==> config.mk <==
export PLATFORM = sky130hd
export DESIGN_NAME = lru_page_replacement_flat
export DESIGN_NICKNAME = d
export VERILOG_FILES = /design/src/design/lpr_pkg.sv /design/src/design/lpr_req_if.sv /design/src/design/lpr_rsp_if.sv /design/src/design/lpr_ctrl.sv /design/src/design/lpr_datapath.sv /design/src/design/lru_page_replacement.sv /design/src/flat_wrapper.sv
export SDC_FILE = /design/constraint.sdc
export NUM_CORES = 1
export LEC_CHECK = 0
export ABC_AREA = 1
export BUFFER_PORTS_ARGS = -buffer_cell sky130_fd_sc_hd__buf_2
export CAP_MARGIN = 15
export CORE_UTILIZATION = 51
export DETAILED_ROUTE_END_ITERATION = 6
export HOLD_SLACK_MARGIN = 0.08
export PLACE_DENSITY = 0.76
export SLEW_MARGIN = 20
export SYNTH_ARGS = -nofsm -noshare
export SYNTH_HDL_FRONTEND = slang
export SYNTH_SLANG_ARGS = --single-unit
==> constraint.sdc <==
create_clock -name clock -period 5.7 [get_ports clock]
set_input_delay 1.14 -clock clock [delete_from_list [all_inputs] [get_ports clock]]
set_output_delay 1.14 -clock clock [all_outputs]
set_load 0.02 [all_outputs]
==> src/design/lpr_pkg.sv <==
// Package for the LRU page replacement block: widths, limits, controller states
// and the command bundle between controller and datapath. No dependencies.
package lpr_pkg;

   localparam int FRAMES_DEFAULT = 3;
   localparam int PAGE_W         = 16;
   localparam int SLOT_W         = 3;
   localparam int RANK_W         = 3;
   localparam int COUNT_W        = 16;

   localparam logic [RANK_W-1:0]  RANK_MAX  = 3'd7;
   localparam logic [COUNT_W-1:0] COUNT_MAX = 16'hFFFF;

   typedef logic [PAGE_W-1:0]  page_type;
   typedef logic [SLOT_W-1:0]  slot_type;
   typedef logic [RANK_W-1:0]  rank_type;
   typedef logic [COUNT_W-1:0] count_type;

   typedef enum logic [1:0] {
      ST_IDLE,
      ST_SEARCH,
      ST_COMMIT
   } lpr_state_type;

   typedef struct packed {
      logic capture;
      logic search;
      logic commit;
   } lpr_cmd_type;

endpackage

==> src/design/lpr_req_if.sv <==
// Request channel: one page reference with a valid/ready handshake.
// Depends on lpr_pkg.
interface lpr_req_if;
   import lpr_pkg::*;

   logic     valid;
   logic     ready;
   page_type page_number;

   modport source (output valid, output page_number, input ready);
   modport sink (input valid, input page_number, output ready);
endinterface

==> src/design/lpr_rsp_if.sv <==
// Response channel: outcome of one page reference with a valid/ready handshake.
// Depends on lpr_pkg.
interface lpr_rsp_if;
   import lpr_pkg::*;

   logic      valid;
   logic      ready;
   logic      is_fault;
   slot_type  frame_slot;
   logic      evicted_valid;
   page_type  evicted_page;
   count_type fault_total;

   modport source (output valid, output is_fault, output frame_slot, output evicted_valid,
                   output evicted_page, output fault_total, input ready);
   modport sink (input valid, input is_fault, input frame_slot, input evicted_valid,
                 input evicted_page, input fault_total, output ready);
endinterface

==> src/design/lpr_ctrl.sv <==
// Controller for the LRU page replacement block: sequences capture, search and
// commit of one request and owns the response valid flag. Depends on lpr_pkg.
module lpr_ctrl (
   input  logic                clock,
   input  logic                reset,
   input  logic                req_valid,
   input  logic                rsp_ready,
   output logic                req_ready,
   output logic                rsp_valid,
   output lpr_pkg::lpr_cmd_type cmd
);
   import lpr_pkg::*;

   lpr_state_type state_ff;
   lpr_state_type state_in;
   logic          rsp_valid_ff;
   logic          rsp_valid_in;
   logic          can_commit;

   // The result register is free when empty or being emptied this cycle.
   assign can_commit = !rsp_valid_ff || rsp_ready;

   always_comb begin
      state_in = state_ff;
      case (state_ff)
         ST_IDLE: begin
            if (req_valid) state_in = ST_SEARCH;
         end
         ST_SEARCH: begin
            state_in = ST_COMMIT;
         end
         ST_COMMIT: begin
            if (can_commit) state_in = ST_IDLE;
         end
         default: begin
            state_in = ST_IDLE;
         end
      endcase
   end

   always_comb begin
      cmd       = '0;
      req_ready = 1'b0;
      case (state_ff)
         ST_IDLE: begin
            req_ready   = 1'b1;
            cmd.capture = req_valid;
         end
         ST_SEARCH: begin
            cmd.search = 1'b1;
         end
         ST_COMMIT: begin
            cmd.commit = can_commit;
         end
         default: begin
            cmd = '0;
         end
      endcase
   end

   always_comb begin
      rsp_valid_in = rsp_valid_ff;
      if (rsp_valid_ff && rsp_ready) rsp_valid_in = 1'b0;
      if (cmd.commit) rsp_valid_in = 1'b1;
   end

   always_ff @(posedge clock) begin
      if (reset) begin
         state_ff     <= ST_IDLE;
         rsp_valid_ff <= 1'b0;
      end else begin
         state_ff     <= state_in;
         rsp_valid_ff <= rsp_valid_in;
      end
   end

   assign rsp_valid = rsp_valid_ff;

endmodule

==> src/design/lpr_datapath.sv <==
// Datapath for the LRU page replacement block: frame table, recency ranks,
// search registers, fault counter and result register. Depends on lpr_pkg.
module lpr_datapath #(
   parameter int FRAMES = lpr_pkg::FRAMES_DEFAULT
) (
   input  logic                 clock,
   input  logic                 reset,
   input  lpr_pkg::lpr_cmd_type cmd,
   input  lpr_pkg::page_type    req_page,
   output logic                 rsp_is_fault,
   output lpr_pkg::slot_type    rsp_frame_slot,
   output logic                 rsp_evicted_valid,
   output lpr_pkg::page_type    rsp_evicted_page,
   output lpr_pkg::count_type   rsp_fault_total
);
   import lpr_pkg::*;

   localparam int IDX_W = (FRAMES > 1) ? $clog2(FRAMES) : 1;

   // Frame table and counter.
   page_type          frame_page_ff [FRAMES];
   logic [FRAMES-1:0] frame_valid_ff;
   rank_type          rank_ff [FRAMES];
   count_type         fault_count_ff;

   page_type          frame_page_in [FRAMES];
   logic [FRAMES-1:0] frame_valid_in;
   rank_type          rank_in [FRAMES];
   count_type         fault_count_in;

   // Captured request and search results.
   page_type          page_ff;
   logic              hit_ff;
   logic [IDX_W-1:0]  hit_idx_ff;
   logic              empty_ff;
   logic [IDX_W-1:0]  empty_idx_ff;
   logic [IDX_W-1:0]  victim_idx_ff;

   logic              hit_in;
   logic [IDX_W-1:0]  hit_idx_in;
   logic              empty_in;
   logic [IDX_W-1:0]  empty_idx_in;
   logic [IDX_W-1:0]  victim_idx_in;

   // Result register.
   logic              out_fault_ff;
   slot_type          out_slot_ff;
   logic              out_evict_ff;
   page_type          out_evict_page_ff;

   logic              out_fault_in;
   slot_type          out_slot_in;
   logic              out_evict_in;
   page_type          out_evict_page_in;

   // Search: first matching frame, first empty frame, oldest valid frame.
   always_comb begin
      logic     victim_found;
      rank_type victim_rank;
      hit_in        = 1'b0;
      hit_idx_in    = '0;
      empty_in      = 1'b0;
      empty_idx_in  = '0;
      victim_idx_in = '0;
      victim_found  = 1'b0;
      victim_rank   = '0;
      for (int i = 0; i < FRAMES; i++) begin
         if (frame_valid_ff[i] && frame_page_ff[i] == page_ff && !hit_in) begin
            hit_in     = 1'b1;
            hit_idx_in = IDX_W'(i);
         end
         if (!frame_valid_ff[i] && !empty_in) begin
            empty_in     = 1'b1;
            empty_idx_in = IDX_W'(i);
         end
         if (frame_valid_ff[i] && (!victim_found || rank_ff[i] > victim_rank)) begin
            victim_found  = 1'b1;
            victim_rank   = rank_ff[i];
            victim_idx_in = IDX_W'(i);
         end
      end
   end

   // Commit: rank ageing, frame fill or replacement, result fields.
   always_comb begin
      logic [IDX_W-1:0] target;
      rank_type         hit_rank;
      target   = empty_ff ? empty_idx_ff : victim_idx_ff;
      hit_rank = rank_ff[hit_idx_ff];
      for (int i = 0; i < FRAMES; i++) begin
         frame_page_in[i] = frame_page_ff[i];
         rank_in[i]       = rank_ff[i];
      end
      frame_valid_in    = frame_valid_ff;
      fault_count_in    = fault_count_ff;
      out_fault_in      = 1'b0;
      out_slot_in       = '0;
      out_evict_in      = 1'b0;
      out_evict_page_in = '0;
      if (hit_ff) begin
         // Only frames younger than the hit frame grow older.
         for (int i = 0; i < FRAMES; i++) begin
            if (IDX_W'(i) != hit_idx_ff && frame_valid_ff[i] && rank_ff[i] < hit_rank
                && rank_ff[i] != RANK_MAX) begin
               rank_in[i] = rank_ff[i] + 1'b1;
            end
         end
         rank_in[hit_idx_ff] = '0;
         out_slot_in         = SLOT_W'(hit_idx_ff);
      end else begin
         for (int i = 0; i < FRAMES; i++) begin
            if (IDX_W'(i) != target && frame_valid_ff[i] && rank_ff[i] != RANK_MAX) begin
               rank_in[i] = rank_ff[i] + 1'b1;
            end
         end
         if (!empty_ff) begin
            out_evict_in      = 1'b1;
            out_evict_page_in = frame_page_ff[target];
         end
         frame_page_in[target]  = page_ff;
         frame_valid_in[target] = 1'b1;
         rank_in[target]        = '0;
         out_fault_in           = 1'b1;
         out_slot_in            = SLOT_W'(target);
         if (fault_count_ff != COUNT_MAX) fault_count_in = fault_count_ff + 1'b1;
      end
   end

   always_ff @(posedge clock) begin
      if (reset) begin
         frame_valid_ff <= '0;
         fault_count_ff <= '0;
         for (int i = 0; i < FRAMES; i++) begin
            rank_ff[i] <= '0;
         end
      end else if (cmd.commit) begin
         frame_valid_ff <= frame_valid_in;
         fault_count_ff <= fault_count_in;
         for (int i = 0; i < FRAMES; i++) begin
            rank_ff[i] <= rank_in[i];
         end
      end
   end

   always_ff @(posedge clock) begin
      if (cmd.capture) page_ff <= req_page;
      if (cmd.search) begin
         hit_ff        <= hit_in;
         hit_idx_ff    <= hit_idx_in;
         empty_ff      <= empty_in;
         empty_idx_ff  <= empty_idx_in;
         victim_idx_ff <= victim_idx_in;
      end
      if (cmd.commit) begin
         for (int i = 0; i < FRAMES; i++) begin
            frame_page_ff[i] <= frame_page_in[i];
         end
         out_fault_ff      <= out_fault_in;
         out_slot_ff       <= out_slot_in;
         out_evict_ff      <= out_evict_in;
         out_evict_page_ff <= out_evict_page_in;
      end
   end

   assign rsp_is_fault      = out_fault_ff;
   assign rsp_frame_slot    = out_slot_ff;
   assign rsp_evicted_valid = out_evict_ff;
   assign rsp_evicted_page  = out_evict_page_ff;
   assign rsp_fault_total   = fault_count_ff;

endmodule

==> src/design/lru_page_replacement.sv <==
// LRU page replacement block: controller and datapath behind request/response channels.
// A response is registered by the commit step, which follows the capture and search steps.
// A new request is taken only once the previous one is committed; the capture, search and commit steps of
// the controller run one after another, and commit waits while the result register is full.
// Reset: synchronous; all frames invalid, ranks and fault count zero, no clearing pass.
module lru_page_replacement #(
   parameter int FRAMES = lpr_pkg::FRAMES_DEFAULT
) (
   input logic       clock,
   input logic       reset,
   lpr_req_if.sink   req_chan,
   lpr_rsp_if.source rsp_chan
);
   import lpr_pkg::*;

   lpr_cmd_type cmd;

   lpr_ctrl u_ctrl (
      .clock     (clock),
      .reset     (reset),
      .req_valid (req_chan.valid),
      .rsp_ready (rsp_chan.ready),
      .req_ready (req_chan.ready),
      .rsp_valid (rsp_chan.valid),
      .cmd       (cmd)
   );

   lpr_datapath #(
      .FRAMES (FRAMES)
   ) u_datapath (
      .clock             (clock),
      .reset             (reset),
      .cmd               (cmd),
      .req_page          (req_chan.page_number),
      .rsp_is_fault      (rsp_chan.is_fault),
      .rsp_frame_slot    (rsp_chan.frame_slot),
      .rsp_evicted_valid (rsp_chan.evicted_valid),
      .rsp_evicted_page  (rsp_chan.evicted_page),
      .rsp_fault_total   (rsp_chan.fault_total)
   );

   // Once a request is taken the block is busy with it for the next cycle.
   assert property (@(posedge clock) disable iff (reset)
      req_chan.valid && req_chan.ready |=> !req_chan.ready)
      else $error("request accepted while the previous one was still in the search step");

   // Only a fault can evict a page.
   assert property (@(posedge clock) disable iff (reset)
      rsp_chan.valid && rsp_chan.evicted_valid |-> rsp_chan.is_fault)
      else $error("eviction reported on a hit");

   // A response with no eviction carries a zero evicted page.
   assert property (@(posedge clock) disable iff (reset)
      rsp_chan.valid && !rsp_chan.evicted_valid |-> rsp_chan.evicted_page == '0)
      else $error("evicted page not zero without an eviction");

   // A new response only appears after the commit step has run.
   assert property (@(posedge clock) disable iff (reset)
      $rose(rsp_chan.valid) |-> $past(cmd.commit))
      else $error("response raised without a commit");

endmodule
==> src/flat_wrapper.sv <==
// flat-port wrapper written by rule: the top's interface ports become plain ports
module lru_page_replacement_flat import lpr_pkg::*;
#(
   parameter int FRAMES = lpr_pkg::FRAMES_DEFAULT
)
  (clock, reset, req_chan_valid, req_chan_page_number, req_chan_ready, rsp_chan_valid, rsp_chan_is_fault, rsp_chan_frame_slot, rsp_chan_evicted_valid, rsp_chan_evicted_page, rsp_chan_fault_total, rsp_chan_ready);
  lpr_req_if req_chan_i ();
  lpr_rsp_if rsp_chan_i ();
  input logic clock;
  input logic reset;
  input wire logic [$bits(req_chan_i.valid)-1:0] req_chan_valid;
  input wire logic [$bits(req_chan_i.page_number)-1:0] req_chan_page_number;
  output wire logic [$bits(req_chan_i.ready)-1:0] req_chan_ready;
  output wire logic [$bits(rsp_chan_i.valid)-1:0] rsp_chan_valid;
  output wire logic [$bits(rsp_chan_i.is_fault)-1:0] rsp_chan_is_fault;
  output wire logic [$bits(rsp_chan_i.frame_slot)-1:0] rsp_chan_frame_slot;
  output wire logic [$bits(rsp_chan_i.evicted_valid)-1:0] rsp_chan_evicted_valid;
  output wire logic [$bits(rsp_chan_i.evicted_page)-1:0] rsp_chan_evicted_page;
  output wire logic [$bits(rsp_chan_i.fault_total)-1:0] rsp_chan_fault_total;
  input wire logic [$bits(rsp_chan_i.ready)-1:0] rsp_chan_ready;
  assign req_chan_i.valid = req_chan_valid;
  assign req_chan_i.page_number = req_chan_page_number;
  assign req_chan_ready = req_chan_i.ready;
  assign rsp_chan_valid = rsp_chan_i.valid;
  assign rsp_chan_is_fault = rsp_chan_i.is_fault;
  assign rsp_chan_frame_slot = rsp_chan_i.frame_slot;
  assign rsp_chan_evicted_valid = rsp_chan_i.evicted_valid;
  assign rsp_chan_evicted_page = rsp_chan_i.evicted_page;
  assign rsp_chan_fault_total = rsp_chan_i.fault_total;
  assign rsp_chan_i.ready = rsp_chan_ready;
  lru_page_replacement #(.FRAMES(FRAMES)) u_core (.clock(clock), .reset(reset), .req_chan(req_chan_i), .rsp_chan(rsp_chan_i));
endmodule
==> results of run 1 <==
cells in the final DEF, fill, tap and decap left out, types with 11 or more instances in the layout:
master	instances
nand2_1	156
edfxtp_1	101
inv_1	79
nor2_1	62
buf_2	57
a21oi_1	38
nand3_1	38
o21ai_0	32
dfxtp_1	24
ha_1	19
clkbuf_16	17
xor2_1	16
nor3_1	13
o22ai_1	11
cell families (layout without fill, tap and decap cells):
logic type	count (synthesis)	after routing
buffers and inverters	98	182
AO/OA/AOI/OAI	108	108
flip-flops	125	125
other	1	1
XOR/XNOR	22	22
AND/OR/NAND/NOR	301	301
adder cells (fa/ha/maj)	19	19
critical path: stages (launching register included):
cell	delay, ns
dfxtp_1	0.47
nand2_1	0.14
ha_1	0.34
nand2_1	0.05
o21ai_0	0.19
nand2_1	0.08
nand2_1	0.06
nand2_1	0.15
nand2_1	0.11
o21ai_0	0.11
ha_1	0.35
nand2_1	0.07
o21ai_0	0.17
nand2_1	0.10
a21oi_1	0.18
nor2_1	0.05
Yosys cell counts (2+ instances only):
master,n,share of area (%)
o221ai_1,7,0.97
nand2_1,156,9.2
o21ai_0,32,2.5
inv_2,7,0.41
o22ai_1,11,1.1
xnor2_1,6,0.83
nor2_8,2,0.63
nand4_1,8,0.79
buf_4,3,0.36
nand3_1,38,3.0
inv_1,79,4.7
nor3_2,5,0.79
nor3_1,14,1.1
nand2_4,2,0.36
nor2_2,2,0.20
nand3b_1,4,0.47
a31oi_1,10,0.99
edfxtp_1,101,48
ha_1,19,3.7
clkbuf_1,2,0.12
xor2_1,16,2.2
a21oi_1,38,3.0
inv_4,2,0.20
dfxtp_1,24,7.6
a221oi_1,5,0.69
buf_6,3,0.53
nor2_4,2,0.36
nor4_1,2,0.20
nor2_1,62,3.7
through the flow:
step	power (W)	worst slack, ns	area (um^2)	hold WS (ns)	std cells
finish	0.00229	2.83	7420	0.507	926
global route	0.00236	2.65	7420	0.520	926
CTS	0.00230	2.90	7420	0.507	926
detailed placement	0.00119	2.77	6810	0.498	894
global placement	0.00118	2.81	6810	0.491	894
floorplan	0.00114	2.67	6340	0.464	674
final cells by class:
type                       count  share of cell area, %
clock inverter                15                   2.60
tap                          168                   2.83
clock buffer                  17                   5.73
timing repair buffer          61                   4.25
sequential                   125                   47.3
multi-input combinational    451                   32.7
inverter                      89                   4.57
flip-flops by register name, summed over array words and instances (netlist names), named ones only:
signal	flops
u_core.u_ctrl.state_ff	2
u_core.u_datapath.rsp_frame_slot	2
u_core.u_datapath.rank_ff	9
u_core.u_datapath.rsp_evicted_valid	1
u_core.u_datapath.empty_idx_ff	2
u_core.u_datapath.hit_ff	1
u_core.u_datapath.victim_idx_ff	2
u_core.u_datapath.page_ff	16
u_core.u_datapath.frame_page_ff	48
u_core.u_datapath.hit_idx_ff	2
u_core.u_datapath.frame_valid_ff	3
u_core.u_ctrl.rsp_valid	1
u_core.u_datapath.rsp_evicted_page	16
u_core.u_datapath.rsp_is_fault	1
u_core.u_datapath.empty_ff	1
u_core.u_datapath.rsp_fault_total	16
metal layers:
layer	GRT usage, %	part of all wire [%]	wire length (um)
met1	34.7	43	6510
met2	38.6	47	7030
met3	4.89	8.1	1220
met4	9.47	2.2	333
met5	0	0	0
power by group:
| group | internal, W | switching (W) | leakage [nW] |
|---|---|---|---|
| combinational | 0.0000439 | 0.0000893 | 1.57 |
| clock | 0.000728 | 0.000393 | 0.289 |
| sequential | 0.00101 | 0.0000278 | 1.13 |
how the worst max path moves through the flow:
stage | from | endpoint | slack (ns) | depth (start not counted)
global route | u_core.u_datapath.frame_valid_ff[0] | u_core.u_datapath.victim_idx_ff[0] | 2.65 | 15
finish | u_core.u_datapath.frame_valid_ff[0] | u_core.u_datapath.victim_idx_ff[0] | 2.83 | 15
floorplan | rsp_chan_ready | u_core.u_datapath.frame_page_ff[0][0] | 2.67 | 6
CTS | u_core.u_datapath.frame_valid_ff[0] | u_core.u_datapath.victim_idx_ff[0] | 2.90 | 15
global placement | rsp_chan_ready | u_core.u_datapath.frame_page_ff[1][1] | 2.81 | 8
detailed placement | rsp_chan_ready | u_core.u_datapath.frame_page_ff[2][2] | 2.77 | 8
==> results.yml, run 1 <==
synth:
  syn-num-nets: 713
  synth_mux_area_share_pct: 0
  seq_area_frac_synth_pct: 55.4
  ys_async_sr_fraction_pct: 0
  synth_xor_area_share_pct: 3.04
  yosysWarningCount: 0
  netlist_area_mm2: 0.00634
  synth_edf_count: 101
  synthCells: 674
  synth_top_family_by_area: "simple AND/OR/NAND/NOR gates"
  ys_types: 41
  synth_compound_area_share_pct: 10.0
  synthAdderAreaFrac_pct: 3.75
  ys_ff_latch: 125
  synth-simple-area-share_pct: 21.3
  synth_ff_type: "edfxtp_1"
  avgSynthCellArea_um2: 9.41
setup_path:
  worstSetupPathType: "reg2reg"
  worstPathMaxFanout: 7
  required_ns: 5.87
  ff2ff_setup_slack_ns: 2.83
  cp.arrival_ns: 3.03
  cp-end-kind: "flop"
  worstReg2RegEnd: "u_core.u_datapath.victim_idx_ff[0]"
  r2r_cells: 15
  rr_startpoint: "u_core.u_datapath.frame_valid_ff[0]"
  startpoint_type: "flop"
sta:
  slew_headroom_pct: 54.2
  slew_viol_final: 0
  tns_ns: 0
  fmax_ghz: 0.349
  fin_crit_ns: 2.87
  period_share_pct: 50.3
  rsz0062_at_grt: "false"
  hold_viol_final: 0
  worstMarginPinSlew_ns: 0.685
  final.setup_skew_ns: 0.00507
  setup_viol: 0
cts:
  cts.path.max_buffers: 2
  cts_resized: 0
  numCtsBuffers: 17
  clk_pin_slew_ns: 0.06
  cts_tree: "done"
  cts_sinks: 125
  cts_post_setup_buffers_inserted: 0
  holdBufCountCts: 0
  root_buffer: "clkbuf_16"
  clk_latency_ns: 0.42
  htreeDepth: 4
final_layout:
  utilization_pct: 61.5
  diodes: 0
  multi_input_area_mm2: 0.00243
  n_fill_cell: 992
  drive_gt1_share_pct: 15.7
  final_net_count: 784
  final-seq-area_mm2: 0.00351
  syn2layout_area_growth_pct: 17.0
outcome:
  status: "complete, no violations"
drt:
  first_iter_violations: 552
  wire_per_inst_um: 16.3
  detail-route-antenna-nets: 0
  first_pass_iters: 5
  via_per_inst: 5.53
  wl_mm: 15.1
  num_vias: 5124
  drc: 0
pwr:
  power.leakage_nw: 3.00
  vdd_drop_max_mv: 0.201
  power_density_mw_per_mm2: 309
floorplanning:
  rows: 40
  core_area_mm2: 0.0121
  start_util_pct: 52.6
  design.portCount: 59
  die_w_um: 114
  design.die.area_mm2: 0.0129
  fp.dieH_um: 114
worst_hold_path:
  whs_path_depth: 2
  hp-class: "reg2reg"
  hold_end: "u_core.u_datapath.rsp_fault_total[5]"
  min_from: "u_core.u_datapath.rsp_fault_total[5]"
global_route:
  grt_pass1_wl_mm: 24.2
  antenna_found_initial: 0
  grt_max_degree: 23
  grt_remaining_overflow: 0
  grt_pass1_vias: 4672
  track_usage_pct: 24.9
placed_design:
  numPortBuffers: 57
  hpwlAfterDp_mm: 10.7
  gp_congestion: 1.00
flow_run:
  drv_cap: 0
Power figures use the tool's default switching activity.
==> run 2: changes to the inputs <==
Clock period 5.7 ns to 2.8 ns, I/O delays scaled along.
==> run 2 against run 1 <==
Against the previous run:
- utilization increased by 0.58 points
- clock power increased by 110%
- total power increased by 110%
- clock-buffer cell count unchanged
- critical path depth unchanged
- sequential power increased by 100%
==> results.yml, run 2 (synthesis results as in run 1) <==
setup_path:
  cp.arrival_ns: 2.65
  worstPathMaxFanout: 7
  startpoint_type: "flop"
  required_ns: 2.97
  worstSetupPathType: "reg2reg"
  cp-end-kind: "flop"
cts:
  htreeDepth: 4
  clk_pin_slew_ns: 0.06
  cts.path.max_buffers: 2
  clk_latency_ns: 0.42
  cts_tree: "done"
  cts_sinks: 125
  root_buffer: "clkbuf_16"
  numCtsBuffers: 17
final_layout:
  final_net_count: 790
  final_common_cell: "nand2_1"
  regMostFlops: "u_core.u_datapath.frame_page_ff"
  mostFrequentLayoutCells: "156 x nand2_1, 101 x edfxtp_1, 79 x inv_1"
  largest_register_ffs: 48
  design_area_mm2: 0.00749
  diodes: 0
  syn2layout_area_growth_pct: 18.1
  drive_gt1_share_pct: 16.6
sta:
  worstMarginPinSlew_ns: 0.637
  hold_viol_final: 0
  slew_viol_final: 0
  setup_viol: 0
  final.setup_skew_ns: 0.00496
  fin_crit_ns: 2.48
  tns_ns: 0
  fmax_ghz: 0.403
  period_share_pct: 88.7
  rsz0062_at_grt: "false"
  slew_headroom_pct: 57.4
floorplanning:
  fp.dieH_um: 114
  design.portCount: 59
  core_area_mm2: 0.0121
  die_w_um: 114
  rows: 40
  start_util_pct: 52.6
  design.die.area_mm2: 0.0129
drt:
  wl_mm: 15.3
  wire_per_inst_um: 16.5
  via_per_inst: 5.52
  first_pass_iters: 5
  detail-route-antenna-nets: 0
  first_iter_violations: 466
  num_vias: 5138
  drc: 0
placed_design:
  gp_congestion: 0.916
  hpwlAfterDp_mm: 10.7
  numPortBuffers: 57
  dpl_cell_area_mm2: 0.00683
global_route:
  track_usage_pct: 25.3
  grt_pass1_wl_mm: 24.8
  grt_pass1_vias: 4838
  antenna_found_initial: 0
  grt_max_degree: 23
  grt_remaining_overflow: 0
flow_run:
  drv_cap: 0
pwr:
  vdd_drop_max_mv: 0.374
  total_power_w: 0.00478
  power_density_mw_per_mm2: 638
  power.leakage_nw: 3.04
worst_hold_path:
  hp-class: "in2reg"
outcome:
  status: "complete, no violations"
==> run 2: cell count changes in the layout (fill, tap and decap cells not counted) <==
| cell | previous run | this run |
|---|---|---|
| buf_4 | 4 | 10 |
| clkinv_1 | 4 | 2 |
| clkinv_4 | 0 | 2 |
| bufinv_16 | 4 | 5 |
| clkinvlp_4 | 4 | 3 |
| dfxtp_1 | 24 | 23 |
| dfxtp_2 | 0 | 1 |
| inv_6 | 3 | 2 |
| o21ai_0 | 32 | 31 |
| o21ai_1 | 0 | 1 |
==> run 2: cell type report <==
type	count	area (um^2)
Fill cell	936	4570
Sequential cell	125	3510
Multi-Input combinational cell	451	2430
Clock buffer	17	425
Timing Repair Buffer	67	360
Inverter	89	339
Clock inverter	14	216
Tap cell	168	210
==> run 2: layer usage <==
metal	share of wire, %	global-route usage (%)
met1	44	33.6
met2	46	40.2
met3	7.9	5.90
met4	2.3	10.4
met5	0	0
==> run 2: worst paths after layout <==
path                            slack (ns)                                 start  cells after the start                                   end
worst max-delay path                  0.32   u_core.u_datapath.frame_valid_ff[0]                     15    u_core.u_datapath.victim_idx_ff[0]
worst min-delay path                  0.31              req_chan_page_number[13]                      1         u_core.u_datapath.page_ff[13]
worst max register to register        0.32   u_core.u_datapath.frame_valid_ff[0]                     15    u_core.u_datapath.victim_idx_ff[0]
worst min register to register        0.51  u_core.u_datapath.rsp_fault_total[1]                      2  u_core.u_datapath.rsp_fault_total[1]
==> run 2: power by group <==
part / switching [W] / internal, W / total [W]
clock network: 0.000819 / 0.00157 / 0.00239
registers: 0.0000518 / 0.00205 / 0.00211
logic: 0.000188 / 0.0000948 / 0.000282
total: 0.00106 / 0.00372 / 0.00478
==> run 2: stage by stage <==
| stage | cells | utilization [%] | worst slack (ns) | hold WS [ns] |
|---|---|---|---|---|
| after global placement | 897 | 56.6 | 0.257 | 0.490 |
| after CTS | 928 | 61.9 | 0.205 | 0.304 |
| after global routing | 931 | 62.1 | 0.0435 | 0.302 |
| after floorplan | 674 | - | 0.345 | 0.464 |
| after detailed placement | 897 | 56.6 | 0.234 | 0.497 |
| final | 931 | 62.1 | 0.316 | 0.313 |
==> run 2: worst max-delay path, stage by stage, from the launching register on <==
cell     delay, ns
dfxtp_2       0.38
nand2_1       0.09
ha_1          0.32
nand2_1       0.06
o21ai_1       0.12
nand2_1       0.07
nand2_1       0.06
nand2_1       0.12
nand2_1       0.08
o21ai_0       0.09
ha_1          0.33
nand2_1       0.06
o21ai_0       0.14
nand2_1       0.07
a21oi_1       0.17
nor2_1        0.06
==> run 2: repair_timing <==
item	CTS	global route
endpoints found under the setup margin	0	1
gates resized for setup	0	2
setup buffers	0	3
hold buffers	0	0
==> run 3: changes to the inputs <==
Settings changed: CORE_ASPECT_RATIO from default to 2.
==> run 3 against run 2 <==
Against the previous run:
- die area increased by 0.21%
- global-route usage increased by 2.5 points
- clock-buffer cell count increased by 8
- clock power decreased by 7%
- utilization decreased by 0.62 points
- maximum frequency increased by 0.66%
- final cell count decreased by 1.8%
- sequential power about the same
- design area decreased by 0.48%
- clock skew increased by 0.0057 ns
- critical path depth unchanged
- highest routed layer unchanged
==> results.yml, run 3 (synthesis results as in run 1) <==
setup_path:
  cp.arrival_ns: 2.63
  ff2ff_setup_slack_ns: 0.33
  worstPathMaxFanout: 7
  crit_slowest_cell: "edfxtp_1"
  startpoint_type: "flop"
  path_depth: 15
  critPathMaxStageDelay_ns: 0.43
  path_cells: "nand2_1 -> ha_1 -> nand2_1 -> o21ai_0 -> nand2_1 -> nand2_1 -> nand2_2 -> nand2_1 -> o21ai_0 -> ha_1 -> nand2_1 -> o21ai_0 -> nand2_1 -> a21oi_1 -> nor2_1"
  rr_startpoint: "u_core.u_datapath.rank_ff[0][1]"
  cp-end-kind: "flop"
  cpMostUsedCell: "nand2_1"
  endpoint: "u_core.u_datapath.victim_idx_ff[0]"
  required_ns: 2.96
  startpoint: "u_core.u_datapath.rank_ff[0][1]"
  cp_top_family: "simple AND/OR/NAND/NOR gates"
  worstSetupPathType: "reg2reg"
  crit_buf_inv: 0
  r2r_cells: 15
  worstReg2RegEnd: "u_core.u_datapath.victim_idx_ff[0]"
pwr:
  total_power_w: 0.00463
  power_density_mw_per_mm2: 621
  power.leakage_nw: 3.05
  vdd_drop_max_mv: 0.457
final_layout:
  utilization_pct: 61.5
  diodes: 0
  final_common_cell: "nand2_1"
  mostFrequentLayoutCells: "155 x nand2_1, 101 x edfxtp_1, 79 x inv_1"
  drive_gt1_share_pct: 16.7
  final_net_count: 793
  n_fill_cell: 1049
  multi_input_area_mm2: 0.00243
  design_area_mm2: 0.00746
  regMostFlops: "u_core.u_datapath.frame_page_ff"
  largest_register_ffs: 48
  final-seq-area_mm2: 0.00351
  syn2layout_area_growth_pct: 17.6
sta:
  slew_headroom_pct: 51.9
  tns_ns: 0
  worst_slack_ns: 0.333
  slew_viol_final: 0
  fin_crit_ns: 2.47
  final.setup_skew_ns: 0.0106
  fmax_ghz: 0.405
  hold_viol_final: 0
  setup_viol: 0
  rsz0062_at_grt: "false"
  period_share_pct: 88.1
  worstMarginPinSlew_ns: 0.714
global_route:
  track_usage_pct: 27.8
  grt_max_degree: 23
  grt_remaining_overflow: 0
  grt_pass1_vias: 5314
  antenna_found_initial: 0
  grt_pass1_wl_mm: 26.5
cts:
  htreeDepth: 4
  root_buffer: "clkbuf_16"
  clk_latency_ns: 0.41
  cts_tree: "done"
  numCtsBuffers: 17
  cts_sinks: 125
  clk_pin_slew_ns: 0.06
  cts.path.max_buffers: 2
placed_design:
  gp_congestion: 0.955
  numPortBuffers: 57
  dpl_cell_area_mm2: 0.00682
  preCtsSetupSlack_ns: 0.271
  hpwlAfterDp_mm: 12.4
drt:
  first_pass_iters: 5
  wire_per_inst_um: 18.1
  detail-route-antenna-nets: 0
  first_iter_violations: 336
  via_per_inst: 5.61
  num_vias: 5131
  wl_mm: 16.5
  drc: 0
floorplanning:
  design.die.area_mm2: 0.0129
  die_w_um: 80.9
  core_area_mm2: 0.0121
  start_util_pct: 52.3
  fp.dieH_um: 160
  rows: 57
  design.portCount: 59
outcome:
  status: "complete, no violations"
worst_hold_path:
  hp-class: "in2reg"
flow_run:
  drv_cap: 0
## run 3: changes by cell type in the layout (fill, tap and decap cells not counted), sizes merged
cell | previous run | this run
clkbuf | 17 | 25
clkinv | 5 | 4
clkinvlp | 3 | 1
buf | 67 | 70
inv | 90 | 88
bufinv | 5 | 3
## run 3: final cells by class
class	instances	share of cell area, %
clock inverters	7	1.49
flip-flops and latches	125	47.1
multi-input cells	451	32.6
repair buffers	70	5.13
inverters	89	4.55
well taps	147	2.47
clock buffers	25	6.64
## run 3: stage by stage
step           std cells  hold WS, ns
3_3_place_gp         879        0.484
3_5_place_dp         879        0.490
6_report             914        0.320
2_1_floorplan        674        0.464
5_1_grt              914        0.307
4_1_cts              911        0.309
## run 3: power by group
part	leakage [nW]	internal (W)	switching, W
clock	0.295	0.00149	0.000744
combinational	1.62	0.0000955	0.000191
sequential	1.13	0.00206	0.0000536
total	3.05	0.00364	0.000989
## run 3: layer usage
| metal | GRT usage [%] | wire [um] | vias up |
|---|---|---|---|
| met5 | 0 | 0 | - |
| met4 | 17.9 | 969 | 0 |
| met3 | 5.09 | 631 | 59 |
| met2 | 50.4 | 9240 | 170 |
| met1 | 27.7 | 5710 | 2428 |
| li1 | - | - | 2474 |
## run 3: worst min-delay path by stage
| stage | endpoint | from | slack (ns) | cells after the start |
|---|---|---|---|---|
| floorplan | u_core.u_datapath.frame_page_ff[0][1] | u_core.u_datapath.page_ff[1] | 0.46 | 0 |
| global placement | u_core.u_datapath.rsp_fault_total[5] | u_core.u_datapath.rsp_fault_total[5] | 0.48 | 2 |
| detailed placement | u_core.u_datapath.rsp_fault_total[5] | u_core.u_datapath.rsp_fault_total[5] | 0.49 | 2 |
| CTS | u_core.u_datapath.page_ff[0] | req_chan_page_number[0] | 0.31 | 1 |
| global route | u_core.u_datapath.page_ff[1] | req_chan_page_number[1] | 0.31 | 1 |
| finish | u_core.u_datapath.page_ff[1] | req_chan_page_number[1] | 0.32 | 1 |
## run 3: timing repair
action | in CTS | in global routing
gates resized for setup | 0 | 2
setup endpoints to repair | 0 | 1
setup buffers | 0 | 3
hold buffers | 0 | 0
